$ cat config.mk
export PLATFORM = sky130hd
export DESIGN_NAME = three_phase_center_pwm_deadband
export DESIGN_NICKNAME = d
export VERILOG_FILES = /design/src/design/tpwm_pkg.sv /design/src/design/three_phase_center_pwm_deadband.sv /design/src/design/tpwm_counter.sv /design/src/design/tpwm_phase.sv
export SDC_FILE = /design/constraint.sdc
export NUM_CORES = 1
export LEC_CHECK = 0
export ABC_CLOCK_PERIOD_IN_PS = 5300
export BUFFER_PORTS_ARGS = -buffer_cell sky130_fd_sc_hd__buf_2
export CORE_MARGIN = 4
export CORE_UTILIZATION = 45
export DETAILED_ROUTE_END_ITERATION = 7
export PLACE_DENSITY = 0.68
export SETUP_SLACK_MARGIN = 0.15
export SLEW_MARGIN = 40
export SYNTH_ARGS = -nofsm -noshare
export SYNTH_HDL_FRONTEND = slang
export SYNTH_SLANG_ARGS = --single-unit
$ cat constraint.sdc
create_clock -name clk -period 5.3 [get_ports clk]
set_clock_uncertainty 0.15 [all_clocks]
set_input_delay 0.53 -clock clk [delete_from_list [all_inputs] [get_ports clk]]
set_output_delay 0.53 -clock clk [all_outputs]
set_load 0.01 [all_outputs]
$ cat src/design/tpwm_pkg.sv
`timescale 1ns / 1ps
// ----------------------------------------------------------------------------
// tpwm_pkg: shared types and constants for the three-phase PWM block
// Holds beat payload structs, opcodes, match actions and widths.
// ----------------------------------------------------------------------------
package tpwm_pkg;

    localparam int COUNT_WIDTH = 16;
    localparam int DEAD_WIDTH  = 12;
    localparam int PHASES      = 3;
    localparam int CFG_IDX_W   = 2;
    localparam int CFG_DATA_W  = 16;

    // Opcodes of an input beat; codes above OP_STOP do nothing
    typedef enum logic [2:0] {
        OP_TICK     = 3'd0,
        OP_SET_ONE  = 3'd1,
        OP_SET_ALL  = 3'd2,
        OP_START    = 3'd3,
        OP_STOP     = 3'd4
    } op_t;

    // Configuration register indexes
    localparam logic [CFG_IDX_W-1:0] CFG_PERIOD    = CFG_IDX_W'(0);
    localparam logic [CFG_IDX_W-1:0] CFG_DEAD_TIME = CFG_IDX_W'(1);

    // Generator action on a compare match
    typedef enum logic [1:0] {
        PIN_DO_NOTHING = 2'h0,
        PIN_CLEAR      = 2'h2,
        PIN_SET        = 2'h3
    } pin_act_t;

    typedef struct packed {
        logic [2:0]  op;
        logic [1:0]  phase;
        logic [15:0] duty;
    } in_beat_t;

    typedef struct packed {
        logic        high_a;
        logic        low_a;
        logic        high_b;
        logic        low_b;
        logic        high_c;
        logic        low_c;
        logic [15:0] count_now;
        logic        counting_down;
    } out_beat_t;

    // Step information sent from the counter to every phase
    typedef struct packed {
        logic tick;
        logic step_down;
    } step_ctl_t;

endpackage

$ cat src/design/three_phase_center_pwm_deadband.sv
`timescale 1ns / 1ps
// ----------------------------------------------------------------------------
// three_phase_center_pwm_deadband: center-aligned three-phase PWM
// Shared up/down counter, per-phase compare and complementary drives
// with rising-edge dead time.
// ----------------------------------------------------------------------------
//  channel | direction | handshake         | payload
//  --------+-----------+-------------------+------------------------------
//  in      | sink      | in_valid/in_stall | op, phase, duty
//  out     | source    | out_valid/out_stall | drives, count_now, counting_down
//  cfg     | sink      | cfg_valid/cfg_ready | cfg_index, cfg_data
//
//  One beat per cycle sustained while out_stall is low; an accepted input beat
//  passes through the input register, then the result register, from which
//  the result beat can be taken.
//  Reset clears counter, compares, generators, dead band and run flag;
//  period resets to all ones, dead time to zero.
//  An output stall holds the result register and backs up into the input
//  register; in_stall rises only while both stages are full.
// ----------------------------------------------------------------------------
module three_phase_center_pwm_deadband (
    input  logic                                clk,
    input  logic                                rst_n,
    input  logic                                in_valid,
    output logic                                in_stall,
    input  tpwm_pkg::in_beat_t                  in_data,
    output logic                                out_valid,
    input  logic                                out_stall,
    output tpwm_pkg::out_beat_t                 out_data,
    input  logic                                cfg_valid,
    output logic                                cfg_ready,
    input  logic [tpwm_pkg::CFG_IDX_W-1:0]      cfg_index,
    input  logic [tpwm_pkg::CFG_DATA_W-1:0]     cfg_data
);
    import tpwm_pkg::*;

    logic [COUNT_WIDTH-1:0] period_reg;
    logic [DEAD_WIDTH-1:0]  dead_reg;
    logic                   s1_valid_reg;
    in_beat_t               s1_data_reg;
    logic                   out_valid_reg;
    out_beat_t              out_data_reg;
    logic                   adv;
    logic                   fire;
    logic [COUNT_WIDTH-1:0] cnt_next;
    logic                   dir_next;
    logic                   run_next;
    step_ctl_t              step;
    logic [PHASES-1:0]      match;
    logic [PHASES-1:0]      high_next;
    logic [PHASES-1:0]      low_next;
    out_beat_t              res;

    // Result register frees when empty or taken this cycle
    assign adv       = !out_valid_reg || !out_stall;
    assign fire      = s1_valid_reg && adv;
    assign in_stall  = s1_valid_reg && !adv;
    assign cfg_ready = 1'b1;
    assign out_valid = out_valid_reg;
    assign out_data  = out_data_reg;

    // Write configuration registers
    always_ff @(posedge clk or negedge rst_n)
    begin
        if (!rst_n)
        begin
            period_reg <= '1;
            dead_reg   <= '0;
        end
        else if (cfg_valid && cfg_ready)
        begin
            case (cfg_index)
                CFG_PERIOD:    period_reg <= cfg_data[COUNT_WIDTH-1:0];
                CFG_DEAD_TIME: dead_reg   <= cfg_data[DEAD_WIDTH-1:0];
                default:       period_reg <= period_reg;
            endcase
        end
    end

    // Capture input beats
    always_ff @(posedge clk or negedge rst_n)
    begin
        if (!rst_n)
        begin
            s1_valid_reg <= 1'b0;
        end
        else if (!in_stall)
        begin
            s1_valid_reg <= in_valid;
        end
    end

    always_ff @(posedge clk)
    begin
        if (in_valid && !in_stall)
        begin
            s1_data_reg <= in_data;
        end
    end

    tpwm_counter u_counter (
        .clk      (clk),
        .rst_n    (rst_n),
        .fire     (fire),
        .beat     (s1_data_reg),
        .period   (period_reg),
        .cnt_next (cnt_next),
        .dir_next (dir_next),
        .run_next (run_next),
        .step     (step),
        .match    (match)
    );

    for (genvar i = 0; i < PHASES; i++)
    begin : g_phase
        tpwm_phase u_phase (
            .clk       (clk),
            .rst_n     (rst_n),
            .fire      (fire),
            .step      (step),
            .match     (match[i]),
            .dead_len  (dead_reg),
            .high_next (high_next[i]),
            .low_next  (low_next[i])
        );
    end

    // Gate the drives with the run flag and assemble the result
    always_comb
    begin
        res.high_a        = run_next && high_next[0];
        res.low_a         = run_next && low_next[0];
        res.high_b        = run_next && high_next[1];
        res.low_b         = run_next && low_next[1];
        res.high_c        = run_next && high_next[2];
        res.low_c         = run_next && low_next[2];
        res.count_now     = cnt_next;
        res.counting_down = dir_next;
    end

    // Hold the result until taken
    always_ff @(posedge clk or negedge rst_n)
    begin
        if (!rst_n)
        begin
            out_valid_reg <= 1'b0;
        end
        else if (adv)
        begin
            out_valid_reg <= s1_valid_reg;
        end
    end

    always_ff @(posedge clk)
    begin
        if (fire)
        begin
            out_data_reg <= res;
        end
    end

endmodule

$ cat src/design/tpwm_counter.sv
`timescale 1ns / 1ps
// ----------------------------------------------------------------------------
// tpwm_counter: shared up/down counter and compare stores
// Advances the counter on a tick, holds pending and active compares,
// tracks the run flag and flags compare matches for each phase.
// ----------------------------------------------------------------------------
module tpwm_counter (
    input  logic                                clk,
    input  logic                                rst_n,
    input  logic                                fire,
    input  tpwm_pkg::in_beat_t                  beat,
    input  logic [tpwm_pkg::COUNT_WIDTH-1:0]    period,
    output logic [tpwm_pkg::COUNT_WIDTH-1:0]    cnt_next,
    output logic                                dir_next,
    output logic                                run_next,
    output tpwm_pkg::step_ctl_t                 step,
    output logic [tpwm_pkg::PHASES-1:0]         match
);
    import tpwm_pkg::*;

    logic [COUNT_WIDTH-1:0] cnt_reg;
    logic                   dir_reg;
    logic                   run_reg;
    logic [COUNT_WIDTH-1:0] act_reg  [PHASES];
    logic [COUNT_WIDTH-1:0] pend_reg [PHASES];
    logic [COUNT_WIDTH-1:0] act_next [PHASES];
    logic [COUNT_WIDTH-1:0] pend_next[PHASES];
    logic [COUNT_WIDTH-1:0] period_eff;
    logic                   load;

    assign period_eff = (period == '0) ? COUNT_WIDTH'(1) : period;

    // Work out the next counter, direction and compare state for this beat
    always_comb
    begin
        cnt_next       = cnt_reg;
        dir_next       = dir_reg;
        run_next       = run_reg;
        step.tick      = 1'b0;
        step.step_down = 1'b0;
        load           = 1'b0;
        for (int i = 0; i < PHASES; i++)
        begin
            pend_next[i] = pend_reg[i];
        end
        case (beat.op)
            OP_TICK:
            begin
                step.tick = 1'b1;
                if (!dir_reg && (cnt_reg < period_eff))
                begin
                    cnt_next = cnt_reg + COUNT_WIDTH'(1);
                    dir_next = (cnt_next >= period_eff);
                end
                else
                begin
                    step.step_down = 1'b1;
                    cnt_next       = cnt_reg - COUNT_WIDTH'(1);
                    dir_next       = (cnt_next != '0);
                    load           = (cnt_next == '0);
                end
            end
            OP_SET_ONE:
            begin
                for (int i = 0; i < PHASES; i++)
                begin
                    if (beat.phase == 2'(i))
                    begin
                        pend_next[i] = beat.duty;
                    end
                end
            end
            OP_SET_ALL:
            begin
                for (int i = 0; i < PHASES; i++)
                begin
                    pend_next[i] = beat.duty;
                end
            end
            OP_START:
            begin
                cnt_next = '0;
                dir_next = 1'b0;
                run_next = 1'b1;
                load     = 1'b1;
            end
            OP_STOP:
            begin
                run_next = 1'b0;
            end
            default:
            begin
                run_next = run_reg;
            end
        endcase
        for (int i = 0; i < PHASES; i++)
        begin
            act_next[i] = load ? pend_reg[i] : act_reg[i];
            match[i]    = (act_next[i] == cnt_next);
        end
    end

    // Hold counter state, advance on an accepted beat
    always_ff @(posedge clk or negedge rst_n)
    begin
        if (!rst_n)
        begin
            cnt_reg <= '0;
            dir_reg <= 1'b0;
            run_reg <= 1'b0;
            for (int i = 0; i < PHASES; i++)
            begin
                act_reg[i]  <= '0;
                pend_reg[i] <= '0;
            end
        end
        else if (fire)
        begin
            cnt_reg <= cnt_next;
            dir_reg <= dir_next;
            run_reg <= run_next;
            for (int i = 0; i < PHASES; i++)
            begin
                act_reg[i]  <= act_next[i];
                pend_reg[i] <= pend_next[i];
            end
        end
    end

endmodule

$ cat src/design/tpwm_phase.sv
`timescale 1ns / 1ps
// ----------------------------------------------------------------------------
// tpwm_phase: generator level and dead band for one phase
// Sets or clears the generator on a compare match and delays the rising
// edge of the high-side and low-side drives by the dead time.
// ----------------------------------------------------------------------------
module tpwm_phase (
    input  logic                                clk,
    input  logic                                rst_n,
    input  logic                                fire,
    input  tpwm_pkg::step_ctl_t                 step,
    input  logic                                match,
    input  logic [tpwm_pkg::DEAD_WIDTH-1:0]     dead_len,
    output logic                                high_next,
    output logic                                low_next
);
    import tpwm_pkg::*;

    logic                  gen_reg;
    logic                  gen_next;
    logic                  lvl_reg  [2];
    logic                  lvl_next [2];
    logic [DEAD_WIDTH-1:0] dly_reg  [2];
    logic [DEAD_WIDTH-1:0] dly_next [2];
    logic                  target   [2];
    pin_act_t              act;

    // Pick the match action from the count direction
    always_comb
    begin
        act = PIN_DO_NOTHING;
        if (step.tick && match)
        begin
            act = step.step_down ? PIN_SET : PIN_CLEAR;
        end
        case (act)
            PIN_CLEAR: gen_next = 1'b0;
            PIN_SET:   gen_next = 1'b1;
            default:   gen_next = gen_reg;
        endcase
    end

    assign target[0] = gen_next;
    assign target[1] = !gen_next;

    // Drop at once on a falling target, delay a rising one by the dead time
    always_comb
    begin
        for (int k = 0; k < 2; k++)
        begin
            lvl_next[k] = lvl_reg[k];
            dly_next[k] = dly_reg[k];
            if (step.tick)
            begin
                if (!target[k])
                begin
                    lvl_next[k] = 1'b0;
                    dly_next[k] = '0;
                end
                else if (!lvl_reg[k])
                begin
                    if (dly_reg[k] >= dead_len)
                    begin
                        lvl_next[k] = 1'b1;
                    end
                    else
                    begin
                        dly_next[k] = dly_reg[k] + DEAD_WIDTH'(1);
                    end
                end
            end
        end
    end

    assign high_next = lvl_next[0];
    assign low_next  = lvl_next[1];

    // Hold phase state, advance on an accepted beat
    always_ff @(posedge clk or negedge rst_n)
    begin
        if (!rst_n)
        begin
            gen_reg <= 1'b0;
            for (int k = 0; k < 2; k++)
            begin
                lvl_reg[k] <= 1'b0;
                dly_reg[k] <= '0;
            end
        end
        else if (fire)
        begin
            gen_reg <= gen_next;
            for (int k = 0; k < 2; k++)
            begin
                lvl_reg[k] <= lvl_next[k];
                dly_reg[k] <= dly_next[k];
            end
        end
    end

endmodule

==> out/qor.yml <==
p_leak_nw: 8.72
synth_ff_type: "dfrtp_1"
detailed_place_hpwl_um: 33000
cts.sinks: 269
synth_edf_count: 44
r2r_start: "u_counter.cnt_reg[1]"
fin_setup_tns_ps: 0
globalRouteOverflowTotal: 0
gp_congestion: 0.957
num_vias: 13954
grt_pass1_wl_um: 74000
period_needed_ps: 5090
dieArea_mm2: 0.0402
worstHoldPathType: "in -> reg"
path_class: "reg -> reg"
port_buffers: 68
p_total_w: 0.00793
diodes: 0
core_mm2: 0.0366
synth_fp_nets: 1844
syn-mean-instance-area_um2: 9.89
drive_above_1_share_pct: 23.7
track_usage_pct: 22.3
synthCells: 1687
rows: 70
nets: 1975
seq_area_mm2: 0.00697
antenna_found_initial: 0
synth_area_leaders: "dfrtp_1 31%, ha_1 8.5%, mux2_2 8.4%"
worst_slew_pin_slew_ps: 849
startpoint_type: "flip-flop"
drc_errors: 0
cp_data_required_time_ps: 5630
ys_seq_elements: 269
htreeDepth: 1
relSlewSlack_pct: 43.4
syn2layout_area_growth_pct: 17.9
final_common_cell: "dfrtp_1"
max_stage_delay_ps: 540
rsz0062_at_grt: "yes"
post_drt_wl_per_cell_um: 20.5
maxSlewViolCount: 0
die_w_um: 201
whs_ps: 11.2
antenna_left: 0
reg2regPathDepth: 17
synth_top_area_share_pct: 31.4
drt-initial-drc-count: 1128
period_share_pct: 96.0
ys_warn_count: 0
die_h_um: 201
root_buffer: "clkbuf_16"
viasPerCell: 6.04
largest_reg_flops: 72
grt_pass1_vias: 13472
clockBufferDepth: 3
timing.rr.end: "g_phase[2].u_phase.dly_reg[10]"
status: "finished clean"
drt-total-wl_um: 47300
vdd_drop_max_mv: 0.297
fin_cells: 2310
numCtsBuffers: 30
yosysTopAreaCell: "dfrtp_1"
synth_cell_types: 81
dp_cells: 2215
powerDensity_mw_per_mm2: 403
grt_max_degree: 135
clk-insertion-delay-late_ps: 570
cpMaxStageDelayCell: "or4bb_4"
seq_area_frac_synth_pct: 41.8
maxCapViolCount: 0
cp-startpoint: "u_counter.cnt_reg[1]"
multi_input_area_mm2: 0.00935
pin_count: 70
max_freq_ghz: 0.196
n_fill_cell: 3229
end_kind: "flip-flop"
final_hold_viol_count: 0
synth_area_mm2: 0.0167
critical_path.endpoint: "g_phase[2].u_phase.dly_reg[10]"
start_util_pct: 45.6
worstPathCellList: "inv_4 > ha_4 > or4bb_4 > o31ai_4 > a32oi_2 > a2111oi_4 > buf_4 > and2_4 > a21o_4 > mux2_4 > or3_1 > a2111o_1 > nor4_4 > buf_4 > mux2_4 > or4_1 > a21oi_1"
worstPathArrival_ps: 5420
final_cell_mix: "208 x dfrtp_1, 190 x nand2_1, 121 x mux2_2, 112 x ha_1, 101 x o21ai_0"
cts_tree: "done"
clk_pin_slew_worst_paths_ps: 80
r2r_setup_slack_ps: 210
worstPathMaxFanout: 16
setup_viol: 0
synthArstFlopShare_pct: 83.6
drt_pass1_iterations: 5
how the worst min path moves through the flow:
| stage | startpoint | cells after the start | slack (ps) | end |
|---|---|---|---|---|
| floorplan | rst_n | 0 | 80 | dead_reg[0] |
| global placement | u_counter.act_reg[11] | 2 | 320 | u_counter.act_reg[11] |
| detailed placement | u_counter.act_reg[11] | 2 | 330 | u_counter.act_reg[11] |
| CTS | in_data[1] | 1 | 0.1 | s1_data_reg[1] |
| global route | in_data[1] | 1 | 2 | s1_data_reg[1] |
| finish | in_data[1] | 1 | 10 | s1_data_reg[1] |
repair_timing:
item | CTS | global route
pin swaps | 0 | 11
gates resized for setup | 9 | 57
gates cloned | 0 | 6
endpoints found under the hold margin | 97 | 0
hold buffers | 19 | 0
setup endpoints to repair | 67 | 78
buffers inserted | 0 | 14
final cells by class:
type                       instances  share of cell area, %
clock inverter                    17                   1.20
timing repair buffer             188                   7.05
inverter                          70                   1.35
sequential                       269                   35.5
tap                              468                   2.98
clock buffer                      39                   4.37
multi-input combinational       1259                   47.6
layer usage:
metal  wire length (um)  up-vias  track usage [%]
li1                   -     6495                -
met1              20600     6838             30.5
met2              22100      493             36.4
met3               2620      128             2.65
met4               2030        0             8.92
met5                  0        -                0
stage by stage:
step	cell area [um^2]	setup WS (ps)	utilization, %
2_1_floorplan	16700	117	-
3_3_place_gp	17900	-55.0	49.0
3_5_place_dp	17900	-91.8	49.0
4_1_cts	19300	168	52.6
5_1_grt	19700	72.4	53.7
6_report	19700	210	53.7
synthesized netlist by cell type (27+ instances only):
master    count
a21o_1       39
a21oi_1      98
and3_1       28
clkbuf_1     67
dfrtp_1     209
edfxtp_1     44
ha_1        113
inv_1        70
mux2_2      124
mux2i_1      30
nand2_1     192
nand3_1      36
nand4_1      37
nor2_1       63
o21ai_0     101
o31ai_1      27
or4_1        28
xnor2_1      48
worst max-delay path: cells and delay by family, from the launching register on:
kind,cells,cell delay [ps]
and+or+nand+nor,5,1760
AOI/OAI and AO/OA,6,1290
muxes,2,680
buffers and inverters,3,480
DFF,1,460
adders and majority gates,1,170
cell families (layout without fill, tap and decap cells):
| kind of cell | Yosys count | count (layout) | synth area share [%] |
|---|---|---|---|
| DFF | 269 | 269 | 41.8 |
| AOI/OAI and AO/OA | 412 | 412 | 16.2 |
| muxes | 155 | 155 | 10.3 |
| other | 1 | 1 | 0.0225 |
| xor gates and xnor gates | 65 | 65 | 3.41 |
| and+or+nand+nor | 513 | 513 | 15.9 |
| adders and majority gates | 113 | 113 | 8.48 |
| buffers and inverters | 159 | 314 | 3.90 |
power by group:
group          internal (W)  switching, W
combinational       0.00121       0.00149
clock               0.00140      0.000909
sequential          0.00257      0.000356
Note: power is estimated with default switching activity, not from simulation.
